`src/hw/rtl/sfmf_pkg.sv`:
```
// sfmf_pkg: widths, reset values, codes and shared types of the sonar frame median filter
// no dependencies; used by every other file of the block
`timescale 1ns / 1ps

package sfmf_pkg;

  // field widths
  localparam int unsigned BYTE_W   = 8;
  localparam int unsigned RAW_W    = 16;
  localparam int unsigned HEIGHT_W = 13;
  localparam int unsigned DELTA_W  = 14;
  localparam int unsigned STATUS_W = 2;
  localparam int unsigned COUNT_W  = 11;
  localparam int unsigned LIMIT_W  = 10;
  localparam int unsigned STEP_W   = 8;

  // median window length
  localparam int unsigned WINDOW_LENGTH_DEF = 3;

  // configuration port
  localparam int unsigned APB_DATA_W = 32;
  localparam int unsigned APB_ADDR_W = 4;
  localparam int unsigned REG_IDX_W  = 2;

  // register indexes
  localparam logic [REG_IDX_W-1:0] REG_RANGE_LIMIT   = 2'd0;
  localparam logic [REG_IDX_W-1:0] REG_TIMEOUT_LIMIT = 2'd1;
  localparam logic [REG_IDX_W-1:0] REG_TICK_STEP     = 2'd2;

  // register reset values
  localparam logic [HEIGHT_W-1:0] RANGE_LIMIT_RST   = 13'd5000;
  localparam logic [LIMIT_W-1:0]  TIMEOUT_LIMIT_RST = 10'd200;
  localparam logic [STEP_W-1:0]   TICK_STEP_RST     = 8'd50;

  // item kinds
  localparam logic KIND_TICK = 1'b0;
  localparam logic KIND_BYTE = 1'b1;

  // status codes
  localparam logic [STATUS_W-1:0] STATUS_NONE  = 2'd0;
  localparam logic [STATUS_W-1:0] STATUS_VALID = 2'd1;
  localparam logic [STATUS_W-1:0] STATUS_RANGE = 2'd2;

  // configuration seen by the datapath
  typedef struct packed {
    logic [HEIGHT_W-1:0] range_limit;
    logic [LIMIT_W-1:0]  timeout_limit;
    logic [STEP_W-1:0]   tick_step;
  } cfg_t;

endpackage

```
`src/hw/rtl/sfmf_in_if.sv`:
```
// sfmf_in_if: input channel, one tick or one received byte per transfer
// depends on sfmf_pkg
`timescale 1ns / 1ps

interface sfmf_in_if;
  logic                         valid;
  logic                         ready;
  logic                         kind;
  logic [sfmf_pkg::BYTE_W-1:0]  byte_value;

  modport source (output valid, output kind, output byte_value, input ready);
  modport sink   (input valid, input kind, input byte_value, output ready);
endinterface

```
`src/hw/rtl/sfmf_out_if.sv`:
```
// sfmf_out_if: result channel, one result per transfer
// depends on sfmf_pkg
`timescale 1ns / 1ps

interface sfmf_out_if;
  logic                                valid;
  logic                                ready;
  logic                                send_trigger;
  logic [sfmf_pkg::RAW_W-1:0]          raw_height_mm;
  logic [sfmf_pkg::HEIGHT_W-1:0]       filtered_height_mm;
  logic signed [sfmf_pkg::DELTA_W-1:0] height_delta_mm;
  logic [sfmf_pkg::STATUS_W-1:0]       status;

  modport source (output valid, output send_trigger, output raw_height_mm,
                  output filtered_height_mm, output height_delta_mm, output status,
                  input ready);
  modport sink   (input valid, input send_trigger, input raw_height_mm,
                  input filtered_height_mm, input height_delta_mm, input status,
                  output ready);
endinterface

```
`src/hw/rtl/sfmf_cfg.sv`:
```
// sfmf_cfg: apb register file holding range limit, timeout limit and tick step
// depends on sfmf_pkg
`timescale 1ns / 1ps

module sfmf_cfg (
  input  logic                                clk_i,
  input  logic                                rst_ni,
  input  logic                                psel,
  input  logic                                penable,
  input  logic                                pwrite,
  input  logic [sfmf_pkg::APB_ADDR_W-1:0]     paddr,
  input  logic [sfmf_pkg::APB_DATA_W-1:0]     pwdata,
  output logic [sfmf_pkg::APB_DATA_W-1:0]     prdata,
  output logic                                pready,
  output sfmf_pkg::cfg_t                      cfg_o
);

  logic [sfmf_pkg::HEIGHT_W-1:0]  range_limit_q;
  logic [sfmf_pkg::LIMIT_W-1:0]   timeout_limit_q;
  logic [sfmf_pkg::STEP_W-1:0]    tick_step_q;
  logic [sfmf_pkg::REG_IDX_W-1:0] reg_idx;
  logic                           wr_en;

  assign pready  = 1'b1;
  assign reg_idx = paddr[sfmf_pkg::APB_ADDR_W-1:2];
  assign wr_en   = psel && penable && pwrite;

  // register writes in the access phase
  always_ff @(posedge clk_i or negedge rst_ni) begin
    if (!rst_ni) begin
      range_limit_q   <= sfmf_pkg::RANGE_LIMIT_RST;
      timeout_limit_q <= sfmf_pkg::TIMEOUT_LIMIT_RST;
      tick_step_q     <= sfmf_pkg::TICK_STEP_RST;
    end else if (wr_en) begin
      unique case (reg_idx)
        sfmf_pkg::REG_RANGE_LIMIT:   range_limit_q   <= pwdata[sfmf_pkg::HEIGHT_W-1:0];
        sfmf_pkg::REG_TIMEOUT_LIMIT: timeout_limit_q <= pwdata[sfmf_pkg::LIMIT_W-1:0];
        sfmf_pkg::REG_TICK_STEP:     tick_step_q     <= pwdata[sfmf_pkg::STEP_W-1:0];
        default: ;
      endcase
    end
  end

  // read mux
  always_comb begin
    prdata = '0;
    unique case (reg_idx)
      sfmf_pkg::REG_RANGE_LIMIT:
        prdata = sfmf_pkg::APB_DATA_W'(range_limit_q);
      sfmf_pkg::REG_TIMEOUT_LIMIT:
        prdata = sfmf_pkg::APB_DATA_W'(timeout_limit_q);
      sfmf_pkg::REG_TICK_STEP:
        prdata = sfmf_pkg::APB_DATA_W'(tick_step_q);
      default: prdata = '0;
    endcase
  end

  assign cfg_o.range_limit   = range_limit_q;
  assign cfg_o.timeout_limit = timeout_limit_q;
  assign cfg_o.tick_step     = tick_step_q;

endmodule

```
`src/hw/rtl/sfmf_median.sv`:
```
// sfmf_median: rank-based median select over the height window
// depends on sfmf_pkg
`timescale 1ns / 1ps

module sfmf_median #(
  parameter int unsigned WINDOW_LENGTH = sfmf_pkg::WINDOW_LENGTH_DEF
) (
  input  logic [sfmf_pkg::HEIGHT_W-1:0] win_i [WINDOW_LENGTH],
  output logic [sfmf_pkg::HEIGHT_W-1:0] median_o
);

  localparam int unsigned RANK_W = $clog2(WINDOW_LENGTH);
  localparam int unsigned MID    = WINDOW_LENGTH / 2;

  logic [RANK_W-1:0] rank [WINDOW_LENGTH];

  // stable rank of each entry: ties broken by position, so ranks form a permutation
  always_comb begin
    for (int i = 0; i < WINDOW_LENGTH; i++) begin
      rank[i] = '0;
      for (int j = 0; j < WINDOW_LENGTH; j++) begin
        if (j != i) begin
          if ((win_i[j] < win_i[i]) || ((win_i[j] == win_i[i]) && (j < i))) begin
            rank[i] = rank[i] + RANK_W'(1);
          end
        end
      end
    end
  end

  // exactly one entry holds the middle rank
  always_comb begin
    median_o = '0;
    for (int i = 0; i < WINDOW_LENGTH; i++) begin
      if (rank[i] == RANK_W'(MID)) begin
        median_o = median_o | win_i[i];
      end
    end
  end

endmodule

```
`src/hw/rtl/sfmf_core.sv`:
```
// sfmf_core: input register, frame assembly, timeout, median window and result register
// depends on sfmf_pkg, sfmf_in_if, sfmf_out_if and sfmf_median
`timescale 1ns / 1ps

module sfmf_core #(
  parameter int unsigned WINDOW_LENGTH = sfmf_pkg::WINDOW_LENGTH_DEF
) (
  input  logic            clk_i,
  input  logic            rst_ni,
  input  sfmf_pkg::cfg_t  cfg_i,
  sfmf_in_if.sink         in_ch,
  sfmf_out_if.source      out_ch
);

  localparam int unsigned SLOT_W = $clog2(WINDOW_LENGTH);
  localparam int unsigned HW     = sfmf_pkg::HEIGHT_W;

  typedef enum logic [1:0] {
    PH_IDLE = 2'd0,
    PH_HIGH = 2'd1,
    PH_LOW  = 2'd2
  } phase_e;

  // input register
  logic                          in_valid_q;
  logic                          in_kind_q;
  logic [sfmf_pkg::BYTE_W-1:0]   in_byte_q;

  // block state
  phase_e                        phase_q, phase_d;
  logic [sfmf_pkg::BYTE_W-1:0]   high_byte_q, high_byte_d;
  logic [sfmf_pkg::COUNT_W-1:0]  count_q, count_d;
  logic [sfmf_pkg::STATUS_W-1:0] status_q, status_d;
  logic [sfmf_pkg::RAW_W-1:0]    raw_q, raw_d;
  logic [HW-1:0]                 win_q [WINDOW_LENGTH];
  logic [HW-1:0]                 win_d [WINDOW_LENGTH];
  logic [SLOT_W-1:0]             slot_q, slot_d;
  logic [HW-1:0]                 filt_q, filt_d;
  logic [HW-1:0]                 prev_q, prev_d;

  // result register
  logic                          out_valid_q;
  logic                          res_trig_q, res_trig_d;
  logic [sfmf_pkg::RAW_W-1:0]    res_raw_q;
  logic [HW-1:0]                 res_filt_q;
  logic [sfmf_pkg::DELTA_W-1:0]  res_delta_q, res_delta_d;
  logic [sfmf_pkg::STATUS_W-1:0] res_status_q;

  // datapath helpers
  logic                          advance;
  logic [sfmf_pkg::RAW_W-1:0]    raw_asm;
  logic [SLOT_W-1:0]             slot_idx;
  logic [SLOT_W-1:0]             slot_next;
  logic [HW-1:0]                 win_ins [WINDOW_LENGTH];
  logic [HW-1:0]                 median;

  // handshake: the result register frees as it is taken
  assign advance      = in_valid_q && (!out_valid_q || out_ch.ready);
  assign in_ch.ready  = !in_valid_q || advance;

  // candidate window with the newly assembled height written in
  assign raw_asm   = {high_byte_q, in_byte_q};
  assign slot_idx  = (32'(slot_q) >= WINDOW_LENGTH) ? '0 : slot_q;
  assign slot_next = (slot_idx == SLOT_W'(WINDOW_LENGTH - 1)) ? '0 : slot_idx + SLOT_W'(1);

  always_comb begin
    win_ins           = win_q;
    win_ins[slot_idx] = raw_asm[HW-1:0];
  end

  sfmf_median #(
    .WINDOW_LENGTH (WINDOW_LENGTH)
  ) u_median (
    .win_i    (win_ins),
    .median_o (median)
  );

  // next state and result for the item in the input register
  always_comb begin
    phase_d     = phase_q;
    high_byte_d = high_byte_q;
    count_d     = count_q;
    status_d    = status_q;
    raw_d       = raw_q;
    win_d       = win_q;
    slot_d      = slot_q;
    filt_d      = filt_q;
    prev_d      = prev_q;
    res_trig_d  = 1'b0;
    res_delta_d = '0;
    if (in_kind_q == sfmf_pkg::KIND_TICK) begin
      res_trig_d = 1'b1;
      phase_d    = PH_HIGH;
      if (count_q < sfmf_pkg::COUNT_W'(cfg_i.timeout_limit)) begin
        count_d = count_q + sfmf_pkg::COUNT_W'(cfg_i.tick_step);
      end else begin
        status_d = sfmf_pkg::STATUS_NONE;
      end
    end else begin
      unique case (phase_q)
        PH_HIGH: begin
          high_byte_d = in_byte_q;
          phase_d     = PH_LOW;
        end
        PH_LOW: begin
          raw_d = raw_asm;
          if (raw_asm < sfmf_pkg::RAW_W'(cfg_i.range_limit)) begin
            win_d    = win_ins;
            slot_d   = slot_next;
            filt_d   = median;
            status_d = sfmf_pkg::STATUS_VALID;
          end else begin
            status_d = sfmf_pkg::STATUS_RANGE;
          end
          phase_d = PH_IDLE;
        end
        default: begin
          phase_d = PH_IDLE;
        end
      endcase
      count_d     = '0;
      res_delta_d = sfmf_pkg::DELTA_W'(filt_d) - sfmf_pkg::DELTA_W'(prev_q);
      prev_d      = filt_d;
    end
  end

  // input register
  always_ff @(posedge clk_i or negedge rst_ni) begin
    if (!rst_ni) begin
      in_valid_q <= 1'b0;
    end else if (in_ch.ready) begin
      in_valid_q <= in_ch.valid;
    end
  end

  always_ff @(posedge clk_i) begin
    if (in_ch.ready && in_ch.valid) begin
      in_kind_q <= in_ch.kind;
      in_byte_q <= in_ch.byte_value;
    end
  end

  // block state, updated as an item moves into the result register
  always_ff @(posedge clk_i or negedge rst_ni) begin
    if (!rst_ni) begin
      phase_q     <= PH_IDLE;
      high_byte_q <= '0;
      count_q     <= '0;
      status_q    <= sfmf_pkg::STATUS_NONE;
      raw_q       <= '0;
      for (int i = 0; i < WINDOW_LENGTH; i++) begin
        win_q[i] <= '0;
      end
      slot_q      <= '0;
      filt_q      <= '0;
      prev_q      <= '0;
    end else if (advance) begin
      phase_q     <= phase_d;
      high_byte_q <= high_byte_d;
      count_q     <= count_d;
      status_q    <= status_d;
      raw_q       <= raw_d;
      win_q       <= win_d;
      slot_q      <= slot_d;
      filt_q      <= filt_d;
      prev_q      <= prev_d;
    end
  end

  // result register
  always_ff @(posedge clk_i or negedge rst_ni) begin
    if (!rst_ni) begin
      out_valid_q <= 1'b0;
    end else if (advance) begin
      out_valid_q <= 1'b1;
    end else if (out_ch.ready) begin
      out_valid_q <= 1'b0;
    end
  end

  always_ff @(posedge clk_i) begin
    if (advance) begin
      res_trig_q   <= res_trig_d;
      res_raw_q    <= raw_d;
      res_filt_q   <= filt_d;
      res_delta_q  <= res_delta_d;
      res_status_q <= status_d;
    end
  end

  assign out_ch.valid              = out_valid_q;
  assign out_ch.send_trigger       = res_trig_q;
  assign out_ch.raw_height_mm      = res_raw_q;
  assign out_ch.filtered_height_mm = res_filt_q;
  assign out_ch.height_delta_mm    = res_delta_q;
  assign out_ch.status             = res_status_q;

endmodule

```
`src/hw/rtl/sonar_frame_median_filter.sv`:
```
// sonar_frame_median_filter: an accepted item passes the input register, then the result
// register; one item per cycle while the output channel takes results, set by the single pass
// from the input register through the median select to the result register
// reset clears the valid flags of both channel registers, the frame state, the timeout counter
// and the median window to zeros, and loads the registers with 5000 mm, 200 ms and 50 ms
// depends on sfmf_pkg, sfmf_in_if, sfmf_out_if, sfmf_cfg and sfmf_core
`timescale 1ns / 1ps

module sonar_frame_median_filter #(
  parameter int unsigned WINDOW_LENGTH = sfmf_pkg::WINDOW_LENGTH_DEF
) (
  input  logic                            clk_i,
  input  logic                            rst_ni,
  sfmf_in_if.sink                         in_i,
  sfmf_out_if.source                      out_o,
  input  logic                            psel,
  input  logic                            penable,
  input  logic                            pwrite,
  input  logic [sfmf_pkg::APB_ADDR_W-1:0] paddr,
  input  logic [sfmf_pkg::APB_DATA_W-1:0] pwdata,
  output logic [sfmf_pkg::APB_DATA_W-1:0] prdata,
  output logic                            pready
);

  sfmf_pkg::cfg_t cfg;

  // configuration registers
  sfmf_cfg u_cfg (
    .clk_i   (clk_i),
    .rst_ni  (rst_ni),
    .psel    (psel),
    .penable (penable),
    .pwrite  (pwrite),
    .paddr   (paddr),
    .pwdata  (pwdata),
    .prdata  (prdata),
    .pready  (pready),
    .cfg_o   (cfg)
  );

  // frame assembly and filtering datapath
  sfmf_core #(
    .WINDOW_LENGTH (WINDOW_LENGTH)
  ) u_core (
    .clk_i  (clk_i),
    .rst_ni (rst_ni),
    .cfg_i  (cfg),
    .in_ch  (in_i),
    .out_ch (out_o)
  );

endmodule

```
`src/flat_wrapper.sv`:
```
// flat-port wrapper written by rule: the top's interface ports become plain ports
module sonar_frame_median_filter_flat 
#(
  parameter int unsigned WINDOW_LENGTH = sfmf_pkg::WINDOW_LENGTH_DEF
)
  (clk_i, rst_ni, psel, penable, pwrite, paddr, pwdata, prdata, pready, in_i_valid, in_i_kind, in_i_byte_value, in_i_ready, out_o_valid, out_o_send_trigger, out_o_raw_height_mm, out_o_filtered_height_mm, out_o_height_delta_mm, out_o_status, out_o_ready);
  sfmf_in_if in_i_i ();
  sfmf_out_if out_o_i ();
  input  logic clk_i;
  input  logic rst_ni;
  input  logic psel;
  input  logic penable;
  input  logic pwrite;
  input  logic [sfmf_pkg::APB_ADDR_W-1:0] paddr;
  input  logic [sfmf_pkg::APB_DATA_W-1:0] pwdata;
  output logic [sfmf_pkg::APB_DATA_W-1:0] prdata;
  output logic pready;
  input wire logic [$bits(in_i_i.valid)-1:0] in_i_valid;
  input wire logic [$bits(in_i_i.kind)-1:0] in_i_kind;
  input wire logic [$bits(in_i_i.byte_value)-1:0] in_i_byte_value;
  output wire logic [$bits(in_i_i.ready)-1:0] in_i_ready;
  output wire logic [$bits(out_o_i.valid)-1:0] out_o_valid;
  output wire logic [$bits(out_o_i.send_trigger)-1:0] out_o_send_trigger;
  output wire logic [$bits(out_o_i.raw_height_mm)-1:0] out_o_raw_height_mm;
  output wire logic [$bits(out_o_i.filtered_height_mm)-1:0] out_o_filtered_height_mm;
  output wire logic [$bits(out_o_i.height_delta_mm)-1:0] out_o_height_delta_mm;
  output wire logic [$bits(out_o_i.status)-1:0] out_o_status;
  input wire logic [$bits(out_o_i.ready)-1:0] out_o_ready;
  assign in_i_i.valid = in_i_valid;
  assign in_i_i.kind = in_i_kind;
  assign in_i_i.byte_value = in_i_byte_value;
  assign in_i_ready = in_i_i.ready;
  assign out_o_valid = out_o_i.valid;
  assign out_o_send_trigger = out_o_i.send_trigger;
  assign out_o_raw_height_mm = out_o_i.raw_height_mm;
  assign out_o_filtered_height_mm = out_o_i.filtered_height_mm;
  assign out_o_height_delta_mm = out_o_i.height_delta_mm;
  assign out_o_status = out_o_i.status;
  assign out_o_i.ready = out_o_ready;
  sonar_frame_median_filter #(.WINDOW_LENGTH(WINDOW_LENGTH)) u_core (.clk_i(clk_i), .rst_ni(rst_ni), .in_i(in_i_i), .out_o(out_o_i), .psel(psel), .penable(penable), .pwrite(pwrite), .paddr(paddr), .pwdata(pwdata), .prdata(prdata), .pready(pready));
endmodule
```
`config.mk`:
```
export PLATFORM = sky130hd
export DESIGN_NAME = sonar_frame_median_filter_flat
export DESIGN_NICKNAME = d
export VERILOG_FILES = /design/src/hw/rtl/sfmf_pkg.sv /design/src/hw/rtl/sfmf_in_if.sv /design/src/hw/rtl/sfmf_out_if.sv /design/src/hw/rtl/sfmf_cfg.sv /design/src/hw/rtl/sfmf_median.sv /design/src/hw/rtl/sfmf_core.sv /design/src/hw/rtl/sonar_frame_median_filter.sv /design/src/flat_wrapper.sv
export SDC_FILE = /design/constraint.sdc
export NUM_CORES = 1
export LEC_CHECK = 0
export BUFFER_PORTS_ARGS = -buffer_cell sky130_fd_sc_hd__buf_2
export CAP_MARGIN = 10
export CELL_PAD_IN_SITES_DETAIL_PLACEMENT = 1
export CELL_PAD_IN_SITES_GLOBAL_PLACEMENT = 1
export CORE_UTILIZATION = 35
export DETAILED_ROUTE_END_ITERATION = 10
export GPL_TIMING_DRIVEN = 0
export HOLD_SLACK_MARGIN = 0.08
export PLACE_DENSITY = 0.65
export SLEW_MARGIN = 20
export SYNTH_ARGS = -nofsm -noshare
export SYNTH_HDL_FRONTEND = slang
export SYNTH_SLANG_ARGS = --single-unit
```
`constraint.sdc`:
```
create_clock -name clk_i -period 6.3 [get_ports clk_i]
set_input_delay 0.63 -clock clk_i [delete_from_list [all_inputs] [get_ports clk_i]]
set_output_delay 0.63 -clock clk_i [all_outputs]
set_load 0.01 [all_outputs]
```
==> results.md <==
- Global Route Usage Sum: 0.207
- Synthesis-stage register bit count: ~190
- Slew of the pin with the lowest slew margin: 0.896 ns
- Max Root-Sink Buffers: 2
- Share of cells above drive strength 1: 0.287
- Worst Path Buf+Inv: 5
- Die height: between 150 and 200 um
- Port Buf Inserts: a little under 90
- Post-layout util: 0.434
- Initial antenna violation count: 0
- Root Driver: clkbuf_16
- # H-tree levels: 4
- Minimum clock period: around 6.1 ns
- Synth top area cells: dfrtp_1, edfxtp_1, mux2_2
- Residual DRC count: 0
- Iter 0 DRT Violations: approximately 520
- Routed vias/inst: 5.22
- Post-synth cell types: 76
- Fmax achieved: around 160 MHz
- CTS Sinks: between 150 and 200
- Synthesis Warnings: 0
- Fin crit share: 0.976
- Ys async rst share: 0.716
- Syn-to-layout area delta: 21.7%
- Post-Route WL: between 30000 and 40000 um
- Hpwl dp: 24200 um
- Relative slew slack: 0.403
- Routed Antenna Nets: 0
- Ant diodes: 0
- Largest net degree at the start of global routing: between 70 and 80
- Fin. Hold Viols: 0
- Min Hold Slack: around 0.12 ns
- Setup CP Type: reg -> reg
- VDD IR-drop max: between 200 and 300 uV
- Initial Utilization: 0.356
- Tightest Hold Check Type: in -> async
- EDFF count, synth: 55
- CP max-delay cell: or4_4
- Startpoint types: register
- CP delay by family, top: compound AO/OA/AOI/OAI gates
- Status: completed
- Ys flop type: dfrtp_1
- Die ar.: between 0.03 and 0.04 mm2
- Routed len/inst: about 20 um
- Crit-path max FO: 7
- DRT Pass-1 Iters: 6
- Vias in the first global route: slightly below 9000
- Global-route wire length before repair: 51700 um
- CTS tree: done
- Remaining global-route overflow: 0
- TritonCTS buffer count: 17
- # rows: 65
- Synth area leader: dfrtp_1
- Via count: just under 9000
- Commonest cells post-synth: nand2_1, dfrtp_1, inv_1
- Core Box Area: 0.0316 mm2
- Post-Synthesis Cells: 1078
- Power Dens Cells: between 400 and 500 mW/mm2
- Area of the mapped netlist: around 0.011 mm2
- Final Slew Violations: 0
- Count leader, synth: nand2_1
- Sequential share of the synthesized area: 0.456
- Mean Syn Cell Area: ~10 um2
- Required @ worst endpoint: between 6 and 7 ns
- LEAKAGE: between 6 and 7 nW
- Final-report setup violation count: 0
- Worst-path clk slew: around 0.080 ns
- Max-cap violations: 0
- Nets: between 1000 and 1500
- Io pins: about 130
- Die Wd: 181 um
- Post-synth top area share: 0.284
- Clock Skew: between 0.01 and 0.015 ns
- Design area: between 0.01 and 0.015 mm2
- CP Data Arrival Time: ~6.3 ns
- Placed cell areas: roughly 0.012 mm2
- Critical path's largest stage delay: approximately 0.5 ns
- GP Congestion: 0.869
- Crit end category: register
- Clock latency on the worst-skew pair: roughly 0.45 ns
routing by layer:
metal,vias to the layer above,routed length (um),GRT usage
met2,186,15900,0.343
met5,-,0,0
met4,0,391,0.0373
li1,4091,-,-
met1,4366,15900,0.288
met3,27,1170,0.0321
stage by stage:
step           cells  worst slack [ns]  setup TNS, ns  total power (W)
3_3_place_gp    1587             -1.62         -10.96          0.00458
6_report        1662             0.154              0          0.00655
2_1_floorplan   1096             0.126              0          0.00378
5_1_grt         1662           -0.0854         -0.159          0.00698
4_1_cts         1641            0.0106              0          0.00621
3_5_place_dp    1590             -1.69         -12.51          0.00465
worst reg2reg max path: cells and delay by family, from the launching register on:
family | cells | cell delay (ns)
AOI/OAI and AO/OA | 12 | 2.17
xor gates and xnor gates | 1 | 0.18
adders and majority gates | 4 | 1.03
buffers and inverters | 5 | 0.63
DFF | 1 | 0.39
muxes | 1 | 0.18
and+or+nand+nor | 5 | 1.28
state kept, by name (all words and copies together) (netlist names), 2 cells and up:
| signal | flops |
|---|---|
| u_core.u_core.win_q | 39 |
| u_core.u_core.out_ch.raw_height_mm | 16 |
| u_core.u_core.raw_q | 16 |
| u_core.u_core.out_ch.height_delta_mm | 14 |
| u_core.u_cfg.range_limit_q | 13 |
| u_core.u_core.filt_q | 13 |
| u_core.u_core.out_ch.filtered_height_mm | 13 |
| u_core.u_core.prev_q | 13 |
| u_core.u_core.count_q | 11 |
| u_core.u_cfg.timeout_limit_q | 10 |
| u_core.u_cfg.tick_step_q | 8 |
| u_core.u_core.high_byte_q | 8 |
| u_core.u_core.in_byte_q | 8 |
| u_core.u_core.out_ch.status | 2 |
| u_core.u_core.phase_q | 2 |
| u_core.u_core.slot_q | 2 |
| u_core.u_core.status_q | 2 |
cell type report:
cell class,instances,area (um2)
plain buffers,61,394
clock buffers,18,429
clock inverters,14,148
fillers,3492,17900
inverters,97,364
multi-input cells,738,5870
flip-flops and latches,194,5140
well taps,402,503
repair buffers,138,870
worst paths after layout:
path	start	endpoint	slack, ns	cells after the start
worst max register to register	u_core.u_core.slot_q[1]$_DFFE_PN0P_	u_core.u_core.out_ch.height_delta_mm[12]$_SDFFCE_PN0P_	0.15	28
worst min register to register	u_core.u_core.raw_q[2]$_DFFE_PN0P_	u_core.u_core.raw_q[2]$_DFFE_PN0P_	0.47	2
worst max-delay path	u_core.u_core.slot_q[1]$_DFFE_PN0P_	u_core.u_core.out_ch.height_delta_mm[12]$_SDFFCE_PN0P_	0.15	28
worst min-delay path	rst_ni	u_core.u_core.raw_q[13]$_DFFE_PN0P_	0.12	1
max in group asynchronous	rst_ni	u_core.u_core.win_q[13]$_DFFE_PN0P_	5.41	2
min in group clk_i	in_i_byte_value[0]	u_core.u_core.in_byte_q[0]$_DFFE_PP_	0.35	1
repair_timing:
item | 4_1_cts | 5_1_grt
buffers inserted | 23 | 22
cloned | 0 | 1
gates resized for setup | 49 | 42
endpoints found under the setup margin | 13 | 7
hold buffers | 0 | 0
pin swaps | 11 | 26
power by group:
part	switching [W]	total (W)	internal (W)
registers	0.000229	0.00190	0.00167
clock network	0.000541	0.00110	0.000560
logic	0.00188	0.00355	0.00167
total	0.00265	0.00655	0.00390
placed cells by master (no fill, tap or decap), types with 5 or more instances in the layout:
master / Yosys / final
o21bai_1: 6 / 6
ha_4: 0 / 8
a21oi_1: 27 / 23
buf_4: 22 / 65
dfstp_2: 11 / 11
mux2i_1: 58 / 45
mux2i_4: 1 / 11
inv_1: 95 / 89
conb_1: 2 / 20
a21o_1: 22 / 22
o21ai_0: 84 / 83
xnor2_1: 17 / 16
xor2_1: 13 / 12
nand2_1: 141 / 141
and3_1: 7 / 5
a222oi_1: 12 / 12
buf_2: 7 / 92
o21a_1: 5 / 5
nor2_1: 36 / 36
nor3_1: 12 / 11
clkbuf_1: 33 / 31
nor2b_1: 11 / 11
edfxtp_1: 55 / 55
o31ai_1: 6 / 6
clkbuf_16: 0 / 20
nand3_1: 7 / 7
mux2_2: 84 / 81
inv_2: 2 / 8
dfrtp_1: 128 / 128
ha_1: 74 / 66
nand2b_1: 15 / 15
logic make-up (layout without fill, tap and decap cells):
family	Yosys count	in the layout	synth area share
and+or+nand+nor	261	261	0.107
AOI/OAI and AO/OA	204	204	0.120
DFF	194	194	0.456
buffers and inverters	164	328	0.0654
muxes	144	144	0.138
adders and majority gates	78	78	0.0876
xor gates and xnor gates	31	31	0.0248
other	2	20	0.000666
No activity file was read; power rests on OpenSTA's default activity.
